$ cat src/rtl/mask_line_of_sight_tester_core_macros.svh
// assertion macros for the line-of-sight tester rtl
// no dependencies; included by modules that carry assertions
`ifndef MASK_LINE_OF_SIGHT_TESTER_CORE_MACROS_SVH
`define MASK_LINE_OF_SIGHT_TESTER_CORE_MACROS_SVH
`ifndef SYNTH
`define MLOS_ASSERT_IMPL(lbl, clk, rst_n, ante, cons, msg) \
	lbl: assert property (@(posedge clk) disable iff (!rst_n) (ante) |-> (cons)) else $error(msg);
`define MLOS_ASSERT_NEXT(lbl, clk, rst_n, ante, cons, msg) \
	lbl: assert property (@(posedge clk) disable iff (!rst_n) (ante) |=> (cons)) else $error(msg);
`else
`define MLOS_ASSERT_IMPL(lbl, clk, rst_n, ante, cons, msg)
`define MLOS_ASSERT_NEXT(lbl, clk, rst_n, ante, cons, msg)
`endif
`endif

$ cat src/rtl/mlos_pkg.sv
// types, constants and command/status structs for the line-of-sight tester
// no dependencies
`default_nettype none
package mlos_pkg;
	localparam int MASK_WIDTH  = 320;
	localparam int MASK_HEIGHT = 200;
	localparam int PAGE_SPLIT  = 320;
	localparam int PAGE_PIXELS = MASK_WIDTH * MASK_HEIGHT;
	localparam int PIX_W   = $clog2(PAGE_PIXELS);
	localparam int FILL_W  = $clog2(PAGE_PIXELS + 1);
	localparam int CMP_W   = (FILL_W > 16) ? FILL_W : 16;
	localparam int X_W     = $clog2(MASK_WIDTH);
	localparam int Y_W     = $clog2(MASK_HEIGHT);
	localparam int POS_W   = 25;
	localparam int COORD_W = POS_W - 1 - 6;
	localparam int D_W     = 17;
	localparam int N_W     = 15;
	localparam int Q_W     = 7;
	localparam int DIV_STEPS = 7;
	localparam int IN_DATA_W  = 88;
	localparam int IN_USER_W  = 3;
	localparam int OUT_DATA_W = 8;

	typedef enum logic [1:0] {
		OP_BEGIN  = 2'd0,
		OP_APPEND = 2'd1,
		OP_QUERY  = 2'd2,
		OP_UNLOAD = 2'd3
	} op_t;

	typedef enum logic [3:0] {
		ST_IDLE, ST_DECODE, ST_WRITE, ST_DIV, ST_SETUP,
		ST_SMP_A, ST_SMP_B, ST_SMP_C, ST_SMP_D, ST_RESULT
	} state_t;

	typedef struct packed {
		logic in_ready;
		logic begin_pg;
		logic unload;
		logic wr_init;
		logic wr_px;
		logic div_init;
		logic div_step;
		logic setup;
		logic smp_a;
		logic smp_b;
		logic smp_c;
		logic advance;
		logic res_capture;
		logic res_bit;
		logic set_res;
	} cmd_t;

	typedef struct packed {
		op_t  op;
		logic wr_done;
		logic div_done;
		logic smp_blk;
		logic n_last;
		logic out_free;
	} status_t;
endpackage
`default_nettype wire

$ cat src/rtl/mlos_ctrl.sv
// controller state machine for the line-of-sight tester
// depends on mlos_pkg and the assertion macro header
`default_nettype none
`include "mask_line_of_sight_tester_core_macros.svh"
module mlos_ctrl
	import mlos_pkg::*;
(
	input  wire logic    clk,
	input  wire logic    arst_n,
	input  wire logic    in_fire,
	input  wire status_t status,
	output cmd_t         cmd
);
	state_t state_q, state_d;

	// state register
	always_ff @(posedge clk or negedge arst_n) begin
		if (!arst_n) begin
			state_q <= ST_IDLE;
		end else begin
			state_q <= state_d;
		end
	end

	// next state and commands
	always_comb begin
		state_d = state_q;
		cmd = '0;
		unique case (state_q)
			ST_IDLE: begin
				cmd.in_ready = 1'b1;
				if (in_fire) state_d = ST_DECODE;
			end
			ST_DECODE: begin
				unique case (status.op)
					OP_BEGIN: begin
						cmd.begin_pg = 1'b1;
						state_d = ST_IDLE;
					end
					OP_UNLOAD: begin
						cmd.unload = 1'b1;
						state_d = ST_IDLE;
					end
					OP_APPEND: begin
						cmd.wr_init = 1'b1;
						state_d = ST_WRITE;
					end
					OP_QUERY: begin
						cmd.div_init = 1'b1;
						state_d = ST_DIV;
					end
					default: state_d = ST_IDLE;
				endcase
			end
			ST_WRITE: begin
				if (status.wr_done) state_d = ST_IDLE;
				else cmd.wr_px = 1'b1;
			end
			ST_DIV: begin
				if (status.div_done) state_d = ST_SETUP;
				else cmd.div_step = 1'b1;
			end
			ST_SETUP: begin
				cmd.setup = 1'b1;
				state_d = ST_SMP_A;
			end
			ST_SMP_A: begin
				cmd.smp_a = 1'b1;
				state_d = ST_SMP_B;
			end
			ST_SMP_B: begin
				cmd.smp_b = 1'b1;
				state_d = ST_SMP_C;
			end
			ST_SMP_C: begin
				cmd.smp_c = 1'b1;
				state_d = ST_SMP_D;
			end
			ST_SMP_D: begin
				if (status.smp_blk) begin
					cmd.res_capture = 1'b1;
					cmd.res_bit = 1'b1;
					state_d = ST_RESULT;
				end else if (status.n_last) begin
					cmd.res_capture = 1'b1;
					state_d = ST_RESULT;
				end else begin
					cmd.advance = 1'b1;
					state_d = ST_SMP_A;
				end
			end
			ST_RESULT: begin
				if (status.out_free) begin
					cmd.set_res = 1'b1;
					state_d = ST_IDLE;
				end
			end
			default: state_d = ST_IDLE;
		endcase
	end

	`MLOS_ASSERT_IMPL(a_res_free, clk, arst_n, cmd.set_res, status.out_free, "result pushed into a full output register")
	`MLOS_ASSERT_IMPL(a_wr_len, clk, arst_n, cmd.wr_px, !status.wr_done, "pixel write with no run length left")
	`MLOS_ASSERT_NEXT(a_march, clk, arst_n, state_q == ST_SMP_D && !status.smp_blk && !status.n_last, state_q == ST_SMP_A, "march stopped early")
endmodule
`default_nettype wire

$ cat config.mk
export PLATFORM = sky130hd
export DESIGN_NAME = mlos_ctrl
export DESIGN_NICKNAME = d
export VERILOG_FILES = /design/src/rtl/mlos_pkg.sv /design/src/rtl/mlos_ctrl.sv
export VERILOG_INCLUDE_DIRS = /design/src /design/src/rtl
export SDC_FILE = /design/constraint.sdc
export NUM_CORES = 1
export LEC_CHECK = 0
export BUFFER_PORTS_ARGS = -buffer_cell sky130_fd_sc_hd__buf_2
export CELL_PAD_IN_SITES_DETAIL_PLACEMENT = 1
export CELL_PAD_IN_SITES_GLOBAL_PLACEMENT = 1
export CORE_MARGIN = 2
export CORE_UTILIZATION = 30
export DETAILED_ROUTE_END_ITERATION = 10
export PLACE_DENSITY = 0.74
export SLEW_MARGIN = 20
export SYNTH_ARGS = -nofsm -noshare
export SYNTH_HDL_FRONTEND = slang
export SYNTH_SLANG_ARGS = --single-unit
$ cat constraint.sdc
create_clock -name clk -period 1.71 [get_ports clk]
set_clock_uncertainty 0.1 [all_clocks]
set_input_delay 0.171 -clock clk [delete_from_list [all_inputs] [get_ports clk]]
set_output_delay 0.171 -clock clk [all_outputs]
set_load 0.05 [all_outputs]
======== Word-level counts from Yosys, hierarchy flattened ========
Cells that the tools add are included.
Widths: inputs -> output; s select.
cells by class
  equal/unequal tests ..................... 16
  mux-type cells .......................... 31
  reductions and logical operators ........ 4
operators by type and width
  operator            number
  $pmux 4 s10         1
  $mux 4              6
  $mux 1              21
  $eq 4x3->1 const B  4
  $pmux 4 s3          1
  $eq 4x2->1 const B  2
  $eq 4x4->1 const B  2
  $ne 2x2->1 const B  4
  $mux 3              2
  $eq 2x2->1 const B  2
  $eq 4x1->1 const B  1
  $logic_not 4->1     1
  $reduce_and 4->1    1
  $eq 2x1->1 const B  1
  $logic_not 2->1     1
  $reduce_or 2->1     1
storage, ports and cells
  register bits after elaboration ......... 4
  input bits .............................. 10
  output and inout bits ................... 15
  logic and storage cells ................. 52

======== Logic depth before layout (Yosys ltp) ========
Gate-level depths: netlist (run 1).
  depth in word-level cells ............... 4
  mapped depth ............................ 5

======== Worst setup path before layout (run 1) ========
Ideal clock, no wire load.
  path type ............................... register to output
  from .................................... register state_q[2]
  to ...................................... output cmd[0] (netlist name)
  arrival ................................. 2231 ps
  required time ........................... 1439 ps
  slack ................................... -792 ps
  cell stages (with the launch flop) ...... 3
  path through ............................ dfrtp_1 > buf_4 > nor4b_1
RTL lines
  item                      line             source
  start: declaration        mlos_ctrl.sv:14  state_t state_q, state_d;
  start signal: assignment  mlos_ctrl.sv:21  state_q <= state_d;
  end: declaration          mlos_ctrl.sv:12  output cmd_t cmd

==> results of run 1 <==
[report_power, final]
group | total [W] | internal [W] | switching, W
Clock | 0.000127 | 0.0000791 | 0.0000476
Sequential | 0.000203 | 0.000138 | 0.0000645
Combinational | 0.00103 | 0.000426 | 0.000605
[cells in the final DEF (no fill, tap or decap), types with 2 or more instances in the layout]
cell / instances
o21ai_0: 3
ha_1: 4
buf_6: 3
and3_1: 2
clkbuf_4: 3
nand2_1: 5
buf_2: 14
a31oi_1: 2
and2_1: 4
o22a_1: 2
inv_1: 3
mux2_2: 2
buf_4: 16
nor2b_2: 2
dfrtp_2: 3
nor2_1: 8
nor3_2: 4
nor3_1: 2
[path summary, 6_finish.rpt]
check / endpoint / slack (ps) / cells after the start
max: cmd[0] / 30 / 3
min: state_q[3] / 170 / 2
max reg2reg: state_q[0] / 40 / 5
min reg2reg: state_q[1] / 600 / 1
max in group asynchronous: state_q[0] / 1200 / 2
min in group clk: state_q[3] / 200 / 3
[synth_stat cells (all sizes together)]
master and number:
nand3 1, nand2b 2, clkbuf 1, mux2i 1, nand2 6, nor4b 1
inv 3, dfrtp 4, nor3b 1, a31oi 2, nor2b 2, o31ai 1
buf 4, a21o 1, nor4 1, nand3b 1, nor3 6, ha 4
nor2 10, and3 2, o22a 2, o21ai 3, and2 4, mux2 3
[metrics by stage]
step	setup slack [ps]	utilization (%)	cell area, sq um	power, W
after global routing	-11.6	52.2	813	0.00144
after detailed placement	28.7	43.3	676	0.00107
after floorplan	-343	-	538	0.000892
final	25.4	52.2	813	0.00136
after CTS	0.543	48.3	753	0.00126
after global placement	74.1	43.3	676	0.00106
[metal layers]
| layer | up-vias | GRT usage (%) | share of wire, % |
|---|---|---|---|
| met5 | - | 0 | 0 |
| met4 | 0 | 10.6 | 1.8 |
| met3 | 4 | 4.00 | 6.5 |
| met2 | 24 | 28.9 | 49 |
| met1 | 276 | 17.7 | 42 |
| li1 | 291 | - | - |
[cell families after synthesis]
family                   after synthesis  synth area share, %
AND/OR/NAND/NOR                       37                 38.5
AO/OA/AOI/OAI                          9                 14.4
buffers and inverters                  8                 8.54
multiplexers                           4                 9.27
adder cells (fa/ha/maj)                4                 9.76
flip-flops                             4                 19.5
[area by class of cell]
| type | count | area (sq um) | share of cell area [%] |
|---|---|---|---|
| multi-input combinational | 54 | 422 | 51.8 |
| tap | 16 | 20.0 | 2.46 |
| inverter | 3 | 11.3 | 1.38 |
| sequential | 4 | 104 | 12.8 |
| clock buffer | 3 | 22.5 | 2.77 |
| timing repair buffer | 34 | 234 | 28.8 |
[worst register-to-register path: stages, from the launching register on]
cell and delay (ps):
dfrtp_2 480, buf_4 170, nor3_2 140, a31oi_1 90
o31ai_4 250, mux2_4 320
[repair_timing]
| action | 4_1_cts | 5_1_grt |
|---|---|---|
| setup buffers | 1 | 4 |
| endpoints found under the setup margin | 13 | 11 |
| gates resized for setup | 15 | 10 |
| hold endpoints to repair | 4 | 0 |
| hold buffers | 1 | 0 |
| cloned | 0 | 0 |
| pin swaps | 0 | 1 |
==> flow_summary_export.csv, run 1 <==
group,metric,value,unit
timing,report.final.slew_viol_count,0,
grt,grtUsageTotal,16.6,%
critical_path,slowest_delay,460,ps
clocking,cts_max_level,1,
clocking,numCtsBuffers,3,
critical_path,crit_family,"flip-flops",
place,place_inst,105,
die,die_area,0.00206,sq mm
timing,hold_violations,0,
die,boundaryPins,25,
detailed_routing,drt_iter0_markers,3,
critical_path,startpoint_type,"flop",
timing,fin_setup_tns,0,ps
die,die_x,45.4,microns
grt,grt_pass1_wl,2430,microns
power_and_ir_drop,powerDensity,1670,mW/mm^2
die,core,0.00156,sq mm
detailed_routing,wl_per_cell,13.4,microns
layout,fin_cells,114,
clocking,clkSlewWorstSetupHoldPaths,40,ps
critical_path,critPathMostFrequentCell,"buf_4",
layout,largest_reg_flops,4,
detailed_routing,drc_errors,0,
grt,grt_max_degree,16,
clocking,clockBufferDepth,2,
critical_path,critPathCaptureType,"output pin",
power_and_ir_drop,p_leak,0.413,nW
grt,antenna_found_initial,0,
outcome,status,"complete, no violations",
timing,setup_viol,0,
synth,synth_area_leaders,"dfrtp_1, ha_1, nor2_1, and2_1, mux2_2",
timing,timing.fmax,594,MHz
timing,max_slew.worst_pin.slew,304,ps
clocking,cts.sinks,4,
power_and_ir_drop,vdd_ir_drop_max,0.743,mV
layout,num_antenna_cells,0,
synth,synth_seq_cells,4,
grt,grt_pass1_vias,590,
detailed_routing,ant_nets,0,
timing,min_period_over_period,98.5,%
timing,post-route-min-period,1680,ps
critical_path,worstSetupStartpoint,"state_q[2]",
synth,syn_area,513,sq um
layout,final_net_count,114,
synth,synth.largest_area_cell,"dfrtp_1",
place,portBuffers,24,
grt,gr-total-overflow,0,
layout,drive_gt1_share,57.1,%
worst_hold_path,holdCritPathClass,"primary input to async pin",
clocking,clk_latency,250,ps
run,max_cap_violations,0,
synth,syn_inst,66,
critical_path,crit_path_max_fanout,7,
clocking,cts_root_buffer,"clkbuf_4",
synth,yosysTopAreaCellShare,19.5,%
place,gp_congestion,0.828,
synth,ys_seq_area_share,19.5,%
detailed_routing,vias,595,
synth,synth_cell_types,28,
critical_path,worst-setup-path-type,"flop to output pin",
timing,rsz0062_at_grt,"yes",
layout,largest_register,"state_q",
timing,slew_headroom,79.7,%
detailed_routing,vias_per_cell,5.22,
layout,synthToLayoutAreaGrowth,58.5,%
detailed_routing,first_pass_iters,4,
layout,reg_top3,"state_q: 4 flops",
clocking,tritoncts,"yes",
detailed_routing,totalWireLength,1530,microns
synth,syn_nets,80,
critical_path,crit_arrival,1410,ps
place,dpl.hpwl,1050,microns
die,initial_utilization,32.9,%
synth,yosysWarnings,0,
die,rows,14,
critical_path,critPathBufInv,2,
timing,hold_slack,172,ps
critical_path,crit_slowest_cell,"dfrtp_2",
layout,fillers,201,
critical_path,reg2reg_from,"state_q[3]",
critical_path,cp.required,1440,ps
die,die_h,45.4,microns
synth,avgSynthCellArea,7.77,sq um
critical_path,path_cells,"buf_4, nor4b_2, buf_4",
Note: power is estimated with default switching activity, not from simulation.
==> run 2, diff against run 1 <==
--- a/config.mk
+++ b/config.mk
@@ -12,8 +12,7 @@
 export CORE_MARGIN = 2
 export CORE_UTILIZATION = 30
 export DETAILED_ROUTE_END_ITERATION = 10
-export PLACE_DENSITY = 0.74
-export SLEW_MARGIN = 20
+export PLACE_DENSITY_LB_ADDON = 0.1
 export SYNTH_ARGS = -nofsm -noshare
 export SYNTH_HDL_FRONTEND = slang
 export SYNTH_SLANG_ARGS = --single-unit
==> run 2 against run 1 <==
  * The run now ends with DRC, setup timing left
  * Critical path depth rose by 1
  * Setup slack got worse by 28 ps
  * Final cell count rose by 1.8%
  * Die area did not move
  * First-iteration DRC count fell by 67%
  * Cell area rose by 3.1%
  * Hold slack got worse by 18 ps
  * Clock power barely moved
  * Wire length rose by 14%
  * Register-to-register slack got worse by 30 ps
  * Sequential share of layout area fell by 0.38 points
  * Power rose by 3.1%
  * Highest routed layer unchanged
==> flow_summary_export.csv, run 2 (synthesized netlist as in run 1, its figures left out) <==
group,metric,value,unit
critical_path,crit_arrival,1440,ps
detailed_routing,drt_iter0_markers,1,
run,max_cap_violations,0,
clocking,tritoncts,"yes",
detailed_routing,first_pass_iters,6,
timing,rsz0062_at_grt,"yes",
grt,grt_pass1_wl,2620,microns
die,die_x,45.4,microns
grt,use_met3,3.60,%
power_and_ir_drop,p_leak,0.424,nW
layout,final_common_cell,"buf_4",
clocking,cts.sinks,4,
critical_path,critPathBufInv,1,
clocking,clk_latency,250,ps
critical_path,slowest_delay,480,ps
layout,drive_gt1_share,56.0,%
die,initial_utilization,32.9,%
timing,report.final.slew_viol_count,0,
grt,gr-usage-met1,22.3,%
grt,antenna_found_initial,0,
grt,grtUsageTotal,18.7,%
place,dpl.hpwl,1130,microns
layout,largest_register,"state_q",
detailed_routing,vias,578,
power_and_ir_drop,p_int,0.000669,W
grt,grt_max_degree,14,
timing,timing.fmax,584,MHz
clocking,cts_root_buffer,"clkbuf_4",
die,boundaryPins,25,
critical_path,path_cells,"nor2_1, nand2_1, nor3b_2, buf_4",
timing,hold_slack,154,ps
layout,fillers,202,
critical_path,crit_slowest_cell,"dfrtp_2",
power_and_ir_drop,combPwrFrac,75.3,%
worst_hold_path,holdCritPathClass,"primary input to async pin",
place,post-place-ws,56.8,ps
grt,grt_use_met2,30.3,%
outcome,status,"finished, violations left",
grt,grt_busiest_layer,"met2",
power_and_ir_drop,p_switching,0.000734,W
detailed_routing,drc_errors,1,
grt,grt_pass1_vias,573,
power_and_ir_drop,clkPwrFrac,9.2,%
layout,multi_input_area,423,sq um
layout,reg_top3,"state_q: 4 flops",
timing,setup_viol,1,
timing,fin_setup_tns,-2.85,ps
layout,synthToLayoutAreaGrowth,63.4,%
detailed_routing,ant_nets,0,
place,portBuffers,24,
layout,regArea,104,sq um
place,gp_congestion,0.769,
critical_path,critPathCaptureType,"output pin",
layout,final_net_count,116,
clocking,clockBufferDepth,2,
detailed_routing,totalWireLength,1740,microns
die,core,0.00156,sq mm
clocking,numCtsBuffers,3,
power_and_ir_drop,vdd_ir_drop_max,0.657,mV
clocking,cts_max_level,1,
outcome,violations,"DRC, setup timing",
power_and_ir_drop,powerDensity,1670,mW/mm^2
timing,min_period_over_period,100,%
grt,gr-total-overflow,0,
layout,layout_common_cells,"buf_4, buf_2, nor2_1",
critical_path,crit_path_max_fanout,10,
layout,final_area,838,sq um
clocking,clkSlewWorstSetupHoldPaths,40,ps
layout,num_antenna_cells,0,
critical_path,cp.required,1440,ps
power_and_ir_drop,power_frac_seq,15.5,%
die,rows,14,
critical_path,startpoint_type,"flop",
detailed_routing,wl_per_cell,15.0,microns
timing,setup_ws,-2.85,ps
timing,max_slew.worst_pin.slew,269,ps
detailed_routing,vias_per_cell,4.98,
critical_path,worst-setup-path-type,"flop to output pin",
timing,post-route-min-period,1710,ps
timing,slew_headroom,82.0,%
layout,largest_reg_flops,4,
die,die_h,45.4,microns
power_and_ir_drop,p_sw_share,52.3,%
timing,hold_violations,0,
critical_path,crit_family,"simple AND/OR/NAND/NOR gates",
die,die_area,0.00206,sq mm
place,dpl_cell_area,683,sq um
layout,fin_util,53.8,%
-- run 2: power by group through the flow --
stage / Combinational (W) / Clock [W] / Sequential (W)
finish: 0.00106 / 0.000129 / 0.000217
CTS: 0.000954 / 0.000135 / 0.000211
global placement: 0.000853 / 0 / 0.000221
global route: 0.00113 / 0.000141 / 0.000226
floorplan: 0.000732 / 0 / 0.000159
detailed placement: 0.000863 / 0 / 0.000224
-- run 2: timing repair --
action / 4_1_cts / 5_1_grt
resized for setup: 9 / 19
setup buffers: 4 / 2
gates cloned: 0 / 0
hold endpoints to repair: 4 / 0
hold buffers: 1 / 0
endpoints found under the setup margin: 15 / 12
-- run 2: worst reg2reg max path, cell delays in order, from the launching register on --
cell and delay, ps:
dfrtp_2 470, buf_4 170, nor3_2 170, a31oi_1 80
o31ai_4 270, mux2_4 320
-- run 2: path summary, 6_finish.rpt --
kind                            start         end  slack, ps  cells past startpoint
min in group clk            status[0]  state_q[3]        220                      3
max                        state_q[3]      cmd[8]         -3                      4
max reg2reg                state_q[0]  state_q[0]         10                      5
min reg2reg                state_q[0]  state_q[2]        630                      2
max in group asynchronous      arst_n  state_q[0]       1230                      2
min                            arst_n  state_q[3]        150                      2
-- run 2: through the flow --
step | instances | power (W)
floorplan | 66 | 0.000892
global placement | 106 | 0.00107
detailed placement | 106 | 0.00109
CTS | 114 | 0.00130
global route | 116 | 0.00149
finish | 116 | 0.00140
-- run 2: per-layer routing --
metal  vias up  wire [microns]
li1        292               -
met3         4              59
met1       271             716
met5         -               0
met2        11             927
met4         0              38
-- run 2: cell type report --
| type | instances | share of cell area [%] |
|---|---|---|
| tap | 16 | 2.39 |
| clock buffer | 3 | 2.69 |
| inverter | 3 | 1.34 |
| sequential | 4 | 12.4 |
| timing repair buffer | 36 | 30.7 |
| multi-input combinational | 54 | 50.4 |
